[config.mk]
export PLATFORM = sky130hd
export DESIGN_NAME = http_chunked_body_decoder_core_flat
export DESIGN_NICKNAME = d
export VERILOG_FILES = /design/src/hw/rtl/chb_pkg.sv /design/src/hw/rtl/chb_in_if.sv /design/src/hw/rtl/chb_out_if.sv /design/src/hw/rtl/chb_step.sv /design/src/hw/rtl/http_chunked_body_decoder_core.sv /design/src/flat_wrapper.sv
export SDC_FILE = /design/constraint.sdc
export NUM_CORES = 1
export LEC_CHECK = 0
export BUFFER_PORTS_ARGS = -buffer_cell sky130_fd_sc_hd__buf_2
export CAP_MARGIN = 10
export CORE_MARGIN = 4
export CORE_UTILIZATION = 50
export DETAILED_ROUTE_END_ITERATION = 8
export HOLD_SLACK_MARGIN = 0.03
export PLACE_DENSITY = 0.7
export SYNTH_ARGS = -nofsm -noshare
export SYNTH_HDL_FRONTEND = slang
export SYNTH_SLANG_ARGS = --single-unit
[constraint.sdc]
create_clock -name clk -period 9 [get_ports clk]
set_clock_uncertainty 0.05 [all_clocks]
set_input_delay 1.8 -clock clk [delete_from_list [all_inputs] [get_ports clk]]
set_output_delay 1.8 -clock clk [all_outputs]
set_load 0.02 [all_outputs]
[src/hw/rtl/chb_pkg.sv]
`default_nettype none

package chb_pkg;

    localparam int CHUNK_W = 32;
    localparam int COUNT_W = 16;
    localparam int BYTE_W  = 8;
    localparam int DIGIT_W = 4;

    localparam logic [COUNT_W-1:0] LIMIT_RESET = 16'hFFFF;

    localparam logic [BYTE_W-1:0] CH_NUL = 8'h00;
    localparam logic [BYTE_W-1:0] CH_TAB = 8'h09;
    localparam logic [BYTE_W-1:0] CH_LF  = 8'h0A;
    localparam logic [BYTE_W-1:0] CH_CR  = 8'h0D;
    localparam logic [BYTE_W-1:0] CH_SP  = 8'h20;

    typedef enum logic [4:0] {
        PH_SKIP = 5'b00001,
        PH_SIZE = 5'b00010,
        PH_EXT  = 5'b00100,
        PH_DATA = 5'b01000,
        PH_DONE = 5'b10000
    } phase_t;

    typedef struct packed {
        phase_t               phase;
        logic [CHUNK_W-1:0]   chunk_count;
        logic [COUNT_W-1:0]   delivered_count;
        logic                 dropped;
    } chb_state_t;

    typedef struct packed {
        logic                 data_valid;
        logic [BYTE_W-1:0]    data_byte;
        logic                 finished;
        logic                 truncated;
    } chb_result_t;

    localparam chb_state_t STATE_CLEAR = '{
        phase:           PH_SKIP,
        chunk_count:     '0,
        delivered_count: '0,
        dropped:         1'b0
    };

    function automatic logic is_space(input logic [BYTE_W-1:0] c);
        return (c == CH_SP) || ((c >= CH_TAB) && (c <= CH_CR));
    endfunction

    // {is_hex, value}
    function automatic logic [DIGIT_W:0] hex_decode(input logic [BYTE_W-1:0] c);
        logic [DIGIT_W:0] r;
        r = '0;
        if ((c >= 8'h30) && (c <= 8'h39))
        begin
            r = {1'b1, DIGIT_W'(c - 8'h30)};
        end
        else if ((c >= 8'h61) && (c <= 8'h66))
        begin
            r = {1'b1, DIGIT_W'(c - 8'h57)};
        end
        else if ((c >= 8'h41) && (c <= 8'h46))
        begin
            r = {1'b1, DIGIT_W'(c - 8'h37)};
        end
        return r;
    endfunction

endpackage

`default_nettype wire

[src/hw/rtl/chb_in_if.sv]
`default_nettype none

interface chb_in_if;
    import chb_pkg::*;

    logic              valid;
    logic              ready;
    logic              start_req;
    logic [BYTE_W-1:0] in_byte;

    modport source (output valid, output start_req, output in_byte, input ready);
    modport sink   (input valid, input start_req, input in_byte, output ready);
endinterface

`default_nettype wire

[src/hw/rtl/chb_out_if.sv]
`default_nettype none

interface chb_out_if;
    import chb_pkg::*;

    logic              valid;
    logic              ready;
    logic              data_valid;
    logic [BYTE_W-1:0] data_byte;
    logic              finished;
    logic              truncated;

    modport source (output valid, output data_valid, output data_byte,
                    output finished, output truncated, input ready);
    modport sink   (input valid, input data_valid, input data_byte,
                    input finished, input truncated, output ready);
endinterface

`default_nettype wire

[src/hw/rtl/chb_step.sv]
`default_nettype none

module chb_step
    import chb_pkg::*;
(
    input  chb_state_t         state,
    input  logic               start_req,
    input  logic [BYTE_W-1:0]  in_byte,
    input  logic [COUNT_W-1:0] output_limit,
    output chb_state_t         state_next,
    output chb_result_t        result
);

    chb_state_t         cur;
    chb_state_t         nxt;
    logic [DIGIT_W:0]   hex;
    logic               valid;
    logic [CHUNK_W-1:0] acc;

    assign hex = hex_decode(in_byte);

    // chunk*16 + digit, saturating when the top nibble would shift out
    assign acc = (cur.chunk_count[CHUNK_W-1 -: DIGIT_W] != '0) ? '1
               : {cur.chunk_count[CHUNK_W-DIGIT_W-1:0], hex[DIGIT_W-1:0]};

    always_comb
    begin
        cur   = start_req ? STATE_CLEAR : state;
        nxt   = cur;
        valid = 1'b0;
        if ((in_byte == CH_NUL) && (cur.phase != PH_DONE))
        begin
            nxt.phase = PH_DONE;
        end
        else
        begin
            unique case (cur.phase)
                PH_SKIP:
                begin
                    if (!is_space(in_byte))
                    begin
                        if (!hex[DIGIT_W])
                        begin
                            nxt.phase = PH_DONE;
                        end
                        else
                        begin
                            nxt.chunk_count = CHUNK_W'(hex[DIGIT_W-1:0]);
                            nxt.phase       = PH_SIZE;
                        end
                    end
                end
                PH_SIZE:
                begin
                    if (hex[DIGIT_W])
                    begin
                        nxt.chunk_count = acc;
                    end
                    else if (in_byte == CH_LF)
                    begin
                        nxt.phase = (cur.chunk_count == '0) ? PH_DONE : PH_DATA;
                    end
                    else
                    begin
                        nxt.phase = PH_EXT;
                    end
                end
                PH_EXT:
                begin
                    if (in_byte == CH_LF)
                    begin
                        nxt.phase = (cur.chunk_count == '0) ? PH_DONE : PH_DATA;
                    end
                end
                PH_DATA:
                begin
                    if (cur.delivered_count < output_limit)
                    begin
                        valid               = 1'b1;
                        nxt.delivered_count = cur.delivered_count + COUNT_W'(1);
                    end
                    else
                    begin
                        nxt.dropped = 1'b1;
                    end
                    nxt.chunk_count = cur.chunk_count - CHUNK_W'(1);
                    if (cur.chunk_count == CHUNK_W'(1))
                    begin
                        nxt.phase = PH_SKIP;
                    end
                end
                default:
                begin
                end
            endcase
        end
    end

    assign state_next        = nxt;
    assign result.data_valid = valid;
    assign result.data_byte  = valid ? in_byte : '0;
    assign result.finished   = (nxt.phase == PH_DONE);
    assign result.truncated  = nxt.dropped;

endmodule

`default_nettype wire

[src/hw/rtl/http_chunked_body_decoder_core.sv]
`default_nettype none

// channel   dir  payload                                       handshake
// in_ch     in   start_req, in_byte                            valid/ready
// out_ch    out  data_valid, data_byte, finished, truncated    valid/ready
// cfg       in   cfg_wr_data (output_limit)                    cfg_wr_en
//
// One result per request, one request per cycle sustained while out_ch is ready.
// A request passes through the input reg, then the result reg, before its result is valid.
// The decode state updates as a request moves from the input reg to the result reg.
// A stalled out_ch holds both stages; in_ch.ready drops once both are full.
// rst_n clears decode state, stage valids and sets output_limit to 65535.

module http_chunked_body_decoder_core
    import chb_pkg::*;
(
    input  logic               clk,
    input  logic               rst_n,
    input  logic               cfg_wr_en,
    input  logic [COUNT_W-1:0] cfg_wr_data,
    chb_in_if.sink             in_ch,
    chb_out_if.source          out_ch
);

    logic               in_valid_reg;
    logic               in_start_reg;
    logic [BYTE_W-1:0]  in_byte_reg;
    logic               out_valid_reg;
    chb_result_t        out_reg;
    chb_state_t         state_reg;
    chb_state_t         state_next;
    chb_result_t        result_next;
    logic [COUNT_W-1:0] limit_reg;
    logic               advance;

    assign advance     = in_valid_reg && (!out_valid_reg || out_ch.ready);
    assign in_ch.ready = !in_valid_reg || advance;

    chb_step u_step (
        .state        (state_reg),
        .start_req    (in_start_reg),
        .in_byte      (in_byte_reg),
        .output_limit (limit_reg),
        .state_next   (state_next),
        .result       (result_next)
    );

    always_ff @(posedge clk or negedge rst_n)
    begin
        if (!rst_n)
        begin
            limit_reg     <= LIMIT_RESET;
            in_valid_reg  <= 1'b0;
            out_valid_reg <= 1'b0;
            state_reg     <= STATE_CLEAR;
        end
        else
        begin
            if (cfg_wr_en)
            begin
                limit_reg <= cfg_wr_data;
            end
            if (in_ch.ready)
            begin
                in_valid_reg <= in_ch.valid;
            end
            if (advance)
            begin
                out_valid_reg <= 1'b1;
                state_reg     <= state_next;
            end
            else if (out_ch.ready)
            begin
                out_valid_reg <= 1'b0;
            end
        end
    end

    always_ff @(posedge clk)
    begin
        if (in_ch.ready && in_ch.valid)
        begin
            in_start_reg <= in_ch.start_req;
            in_byte_reg  <= in_ch.in_byte;
        end
        if (advance)
        begin
            out_reg <= result_next;
        end
    end

    assign out_ch.valid      = out_valid_reg;
    assign out_ch.data_valid = out_reg.data_valid;
    assign out_ch.data_byte  = out_reg.data_byte;
    assign out_ch.finished   = out_reg.finished;
    assign out_ch.truncated  = out_reg.truncated;

    a_advance_fills_out: assert property (@(posedge clk) disable iff (!rst_n)
        advance |=> out_valid_reg)
        else $error("result reg not loaded after advance");

    a_data_not_finished: assert property (@(posedge clk) disable iff (!rst_n)
        (out_valid_reg && out_reg.data_valid) |-> !out_reg.finished)
        else $error("payload byte delivered with finished set");

    a_idle_byte_zero: assert property (@(posedge clk) disable iff (!rst_n)
        (out_valid_reg && !out_reg.data_valid) |-> (out_reg.data_byte == '0))
        else $error("data_byte nonzero without data_valid");

    a_data_count_live: assert property (@(posedge clk) disable iff (!rst_n)
        (state_reg.phase == PH_DATA) |-> (state_reg.chunk_count != '0))
        else $error("payload phase with zero bytes left");

endmodule

`default_nettype wire
[src/flat_wrapper.sv]
// flat-port wrapper written by rule: the top's interface ports become plain ports
module http_chunked_body_decoder_core_flat import chb_pkg::*;
  (clk, rst_n, cfg_wr_en, cfg_wr_data, in_ch_valid, in_ch_start_req, in_ch_in_byte, in_ch_ready, out_ch_valid, out_ch_data_valid, out_ch_data_byte, out_ch_finished, out_ch_truncated, out_ch_ready);
  chb_in_if in_ch_i ();
  chb_out_if out_ch_i ();
  input  logic clk;
  input  logic rst_n;
  input  logic cfg_wr_en;
  input  logic [COUNT_W-1:0] cfg_wr_data;
  input wire logic [$bits(in_ch_i.valid)-1:0] in_ch_valid;
  input wire logic [$bits(in_ch_i.start_req)-1:0] in_ch_start_req;
  input wire logic [$bits(in_ch_i.in_byte)-1:0] in_ch_in_byte;
  output wire logic [$bits(in_ch_i.ready)-1:0] in_ch_ready;
  output wire logic [$bits(out_ch_i.valid)-1:0] out_ch_valid;
  output wire logic [$bits(out_ch_i.data_valid)-1:0] out_ch_data_valid;
  output wire logic [$bits(out_ch_i.data_byte)-1:0] out_ch_data_byte;
  output wire logic [$bits(out_ch_i.finished)-1:0] out_ch_finished;
  output wire logic [$bits(out_ch_i.truncated)-1:0] out_ch_truncated;
  input wire logic [$bits(out_ch_i.ready)-1:0] out_ch_ready;
  assign in_ch_i.valid = in_ch_valid;
  assign in_ch_i.start_req = in_ch_start_req;
  assign in_ch_i.in_byte = in_ch_in_byte;
  assign in_ch_ready = in_ch_i.ready;
  assign out_ch_valid = out_ch_i.valid;
  assign out_ch_data_valid = out_ch_i.data_valid;
  assign out_ch_data_byte = out_ch_i.data_byte;
  assign out_ch_finished = out_ch_i.finished;
  assign out_ch_truncated = out_ch_i.truncated;
  assign out_ch_i.ready = out_ch_ready;
  http_chunked_body_decoder_core u_core (.clk(clk), .rst_n(rst_n), .cfg_wr_en(cfg_wr_en), .cfg_wr_data(cfg_wr_data), .in_ch(in_ch_i), .out_ch(out_ch_i));
endmodule
==> results of run 1 <==
## worst paths after layout
check	startpoint	to	slack, ps	depth (start not counted)
max	out_ch_ready	u_core.state_reg[4]$_DFFE_PN0P_	4020	7
min	u_core.state_reg[0]$_DFFE_PN0P_	u_core.state_reg[0]$_DFFE_PN0P_	440	2
max reg2reg	u_core.in_start_reg$_DFFE_PP_	u_core.state_reg[35]$_DFFE_PN0P_	4860	9
min reg2reg	u_core.state_reg[0]$_DFFE_PN0P_	u_core.state_reg[0]$_DFFE_PN0P_	440	2
max in group asynchronous	rst_n	u_core.state_reg[20]$_DFFE_PN0P_	6670	2
min in group asynchronous	rst_n	u_core.state_reg[12]$_DFFE_PN0P_	1620	2
## cells by family (layout without fill, tap and decap cells)
family	count (synthesis)	after routing	synth area share
compound gates	209	209	0.231
xor+xnor	15	15	0.0222
flops	92	92	0.410
buf+inv	81	96	0.0518
fa+ha+maj	24	24	0.0508
simple gates	285	285	0.232
mux	1	1	0.00190
## layout make-up
cell class / instances / area (um^2) / share of cell area
inverter: 35 / 131 / 0.0205
tap: 143 / 179 / 0.0279
clock inverter: 6 / 41.3 / 0.00643
multi-input combinational: 534 / 3180 / 0.496
timing repair buffer: 45 / 233 / 0.0363
clock buffer: 10 / 229 / 0.0357
sequential: 92 / 2420 / 0.378
## per-layer routing
metal / vias to the layer above / global-route usage / part of all wire
met5: - / 0 / 0
met4: 0 / 0.0971 / 0.022
met3: 31 / 0.0358 / 0.068
met2: 238 / 0.388 / 0.48
met1: 2615 / 0.328 / 0.43
li1: 2577 / - / -
## Yosys cell counts (all sizes together), types with 8 or more instances
library cell and count:
o21ai 80, nand2 78, nor2 78, dfrtp 55, clkbuf 42, inv 34
a21oi 27, nor3 25, ha 24, edfxtp 20, nor2b 19, dfstp 17
nand3 17, nor4 15, xnor2 13, and2 12, o22ai 12, a32o 11
o211ai 11, nand4 10, a22o 9, a31oi 8, nand2b 8, or3 8
## critical path: stages
cell and delay [ps]:
buf_2 100, nand2b_1 140, nand2_1 580, clkinv_1 920, nand2_1 1210, o221ai_1 290, nor2_1 140
## power groups by stage
stage / logic [W] / clock network [W] / registers, W
2_1_floorplan: 0.000119 / 0 / 0.000477
3_3_place_gp: 0.000166 / 0 / 0.000481
3_5_place_dp: 0.000170 / 0 / 0.000481
4_1_cts: 0.000171 / 0.000365 / 0.000473
5_1_grt: 0.000192 / 0.000383 / 0.000476
6_report: 0.000171 / 0.000360 / 0.000474
## metrics by stage
stage | utilization | setup slack, ps
6_report | 0.557 | 4020
4_1_cts | 0.557 | 4050
5_1_grt | 0.557 | 3690
2_1_floorplan | - | 5070
3_5_place_dp | 0.534 | 3660
3_3_place_gp | 0.534 | 3750
==> flow_summary.yaml, run 1 <==
outcome:
  outcome: "finished clean"
yosys:
  syn_area_per_cell_um2: 8.36
  synthArstFlopShare: 0.783
  yosysSeqAreaShare: 0.410
  synthesis.area_mm2: 0.00591
  synth.largest_area_cell: "dfrtp_1"
  ys.flop_type: "dfrtp_1"
  synth_top_area_frac: 0.233
  ys_types: 63
  yosysWarningCount: 0
  synth_nets: 761
  syn_inst: 707
  synth_edf_count: 20
  ys_seq_elements: 92
  synth.area.top_cells: "dfrtp_1 23%, edfxtp_1 10%, dfstp_2 7.6%"
grt:
  grt_max_degree: 74
  grt.overflow.total: 0
  antenna_found_initial: 0
  grt_usage: 0.241
  grt_pass1_wl_um: 26100
  grt_pass1_vias: 5256
critical_path:
  critPathKind: "input port to register"
  startpoint_type: "input port"
  arrival_ps: 5210
  crit_fanout: 31
  crit_path_end_kind: "register"
  required_ps: 9230
placement:
  place_inst: 849
  gp_congestion: 0.878
  hpwl_um: 10400
  placed_cell_area_mm2: 0.00615
  io_buffers: 42
clock_network:
  cts_resized: 0
  clk_pin_slew_worst_paths_ps: 70
  cts_tree: "yes"
  cts_hold_buf: 0
  clkLatencyLatePin_ps: 350
  cts_sinks: 92
  numCtsBuffers: 9
  root_buffer: "clkbuf_16"
  htreeDepth: 3
  clk_path_buf_depth: 2
  cts_setup_buffers: 0
route:
  routed_wirelength_um: 15700
  drc: 0
  first_pass_iters: 5
  antenna_left: 0
  wire_per_inst_um: 18.1
  via_count: 5461
  vias_per_cell: 6.31
  drt-initial-drc-count: 538
sta:
  fin_crit_ps: 4980
  slew_violations: 0
  setup_violations: 0
  rsz0062_at_grt: "no"
  max_clock_freq_mhz: 201
  min_period_over_period: 0.553
  finalSetupTns_ps: 0
  hold_violations: 0
  worstMarginPinSlew_ps: 1190
  max_slew_margin: 0.207
  hold_ws_ps: 438
floorplan:
  die_area_mm2: 0.0136
  initial_utilization: 0.513
  fp.dieW_um: 117
  io_pins: 43
  dieHeight_um: 117
  num_rows: 39
  coreArea_mm2: 0.0115
layout:
  stdcell_count: 865
  stdcell_area_mm2: 0.00642
  fillers: 1053
  syn2layout_area_growth_pct: 8.57
  antenna_cells: 0
  fin_nets: 771
  drive_gt1_frac: 0.118
  largest_reg_flops: 54
  final_cell_mix: "79 x o21ai_0, 78 x nand2_1, 78 x nor2_1"
  final_common_cell: "o21ai_0"
pwr:
  power_w: 0.00100
  power_frac_seq: 0.472
  p_switching_w: 0.000307
  p_leak_nw: 2.65
  vdd_drop_max_mv: 0.122
  switching_share: 0.306
  power.density_mw_per_mm2: 156
  combPwrFrac: 0.170
  intPower_w: 0.000697
  clockPowerShare: 0.358
worst_hold_path:
  hold_class: "register to register"
job:
  max-cap-violations: 0
No activity file was read; power rests on OpenSTA's default activity.
==> run 2: changes to the inputs <==
==> constraint.sdc (replaced) <==
create_clock -name clk -period 4.8 [get_ports clk]
set_clock_uncertainty 0.05 [all_clocks]
set_input_delay 0.96 -clock clk [delete_from_list [all_inputs] [get_ports clk]]
set_output_delay 0.96 -clock clk [all_outputs]
set_load 0.02 [all_outputs]
==> flow_summary.yaml, run 2 (synthesis results as in run 1) <==
grt:
  grt.overflow.total: 0
  antenna_found_initial: 0
  grt_pass1_wl_um: 26100
  grt_usage: 0.242
  grt_max_degree: 54
  grt_pass1_vias: 5267
placement:
  placed_cell_area_mm2: 0.00619
  dp_slack_ps: 1140
  io_buffers: 42
  hpwl_um: 10800
  gp_congestion: 0.959
floorplan:
  io_pins: 43
  coreArea_mm2: 0.0115
  die_area_mm2: 0.0136
  dieHeight_um: 117
  fp.dieW_um: 117
  initial_utilization: 0.513
  num_rows: 39
critical_path:
  required_ps: 5030
  rr_worst_depth: 9
  reg2reg_from: "u_core.in_start_reg$_DFFE_PP_"
  startpoint_type: "register"
  crit_fanout: 53
  r2r-end: "u_core.state_reg[41]$_DFFE_PN0P_"
  regToRegSetupSlack_ps: 1010
  startpoint: "u_core.in_start_reg$_DFFE_PP_"
  crit_path_end_kind: "register"
  arrival_ps: 4030
  critPathKind: "register to register"
sta:
  hold_violations: 0
  slew_violations: 0
  rsz0062_at_grt: "no"
  finalSetupTns_ps: 0
  fin_crit_ps: 3790
  worstMarginPinSlew_ps: 996
  setup_violations: 0
  setup_slack_ps: 1010
  max_slew_margin: 0.335
  hold_ws_ps: 436
  max_clock_freq_mhz: 264
  min_period_over_period: 0.790
worst_hold_path:
  hold_end: "u_core.state_reg[0]$_DFFE_PN0P_"
  hold_class: "register to register"
  min_from: "u_core.state_reg[0]$_DFFE_PN0P_"
  hold_path_depth: 2
clock_network:
  root_buffer: "clkbuf_16"
  clk_pin_slew_worst_paths_ps: 70
  clkLatencyLatePin_ps: 360
  numCtsBuffers: 9
  cts_setup_buffers: 0
  cts_resized: 0
  htreeDepth: 3
  cts_tree: "yes"
  cts_hold_buf: 0
  cts_sinks: 92
  clk_path_buf_depth: 2
pwr:
  p_leak_nw: 2.68
  power.density_mw_per_mm2: 296
  vdd_drop_max_mv: 0.260
route:
  vias_per_cell: 6.28
  drc: 0
  antenna_left: 0
  first_pass_iters: 6
  routed_wirelength_um: 15500
  wire_per_inst_um: 17.8
  via_count: 5466
  drt-initial-drc-count: 582
layout:
  stdcell_area_mm2: 0.00648
  multi_input_area_mm2: 0.00318
  fin_util: 0.563
  antenna_cells: 0
  fin_nets: 776
  largest_reg_flops: 54
  final_cell_mix: "79 x o21ai_0, 78 x nand2_1, 78 x nor2_1"
  fillers: 1046
  final_common_cell: "o21ai_0"
  syn2layout_area_growth_pct: 9.61
  regArea_mm2: 0.00242
  drive_gt1_frac: 0.127
outcome:
  outcome: "finished clean"
job:
  max-cap-violations: 0
==> run 2: cell count changes in the layout (fill, tap and decap cells not counted), sizes merged <==
cell,previous run,this run
clkinv,4,2
clkbuf,10,9
inv,35,38
buf,45,50
==> run 2: worst max-delay path by stage <==
stage | end | cells after the start | slack [ps]
after floorplan | u_core.state_reg[5]$_DFFE_PN0P_ | 16 | 1000
after detailed placement | u_core.state_reg[41]$_DFFE_PN0P_ | 9 | 1140
final | u_core.state_reg[41]$_DFFE_PN0P_ | 9 | 1010
after CTS | u_core.state_reg[41]$_DFFE_PN0P_ | 9 | 1100
after global routing | u_core.state_reg[41]$_DFFE_PN0P_ | 9 | 640
after global placement | u_core.out_ch.finished$_DFFE_PP_ | 10 | 1230
==> run 2: layout make-up <==
cell class	instances	area share
clock inverter	7	0.0106
inverter	35	0.0203
timing repair buffer	50	0.0417
tap	143	0.0276
sequential	92	0.374
multi-input combinational	534	0.491
clock buffer	9	0.0347
==> run 2: report_power, final <==
group | total [W] | internal (W) | switching (W) | leakage (nW)
sequential | 0.000890 | 0.000851 | 0.0000386 | 1.13
clock | 0.000706 | 0.000365 | 0.000341 | 0.138
combinational | 0.000325 | 0.000107 | 0.000217 | 1.42
==> run 2: stage by stage <==
stage,std cells,power [W]
after global placement,854,0.00122
after CTS,870,0.00193
after global routing,870,0.00202
final,870,0.00192
after floorplan,707,0.00112
after detailed placement,854,0.00123
==> run 2: layer usage <==
metal,GRT usage,share of wire,up-vias
met5,0,0,-
met4,0.107,0.026,0
met3,0.0404,0.073,38
met2,0.389,0.47,278
met1,0.323,0.43,2555
li1,-,-,2595
==> run 2: worst max-delay path, stage by stage (launching register included) <==
cell and delay (ps):
edfxtp_1 780, buf_4 550, inv_1 380, nand2_1 220
ha_1 290, o21a_1 220, o21ai_0 260, or2_2 450
o32ai_1 310, a32o_1 170
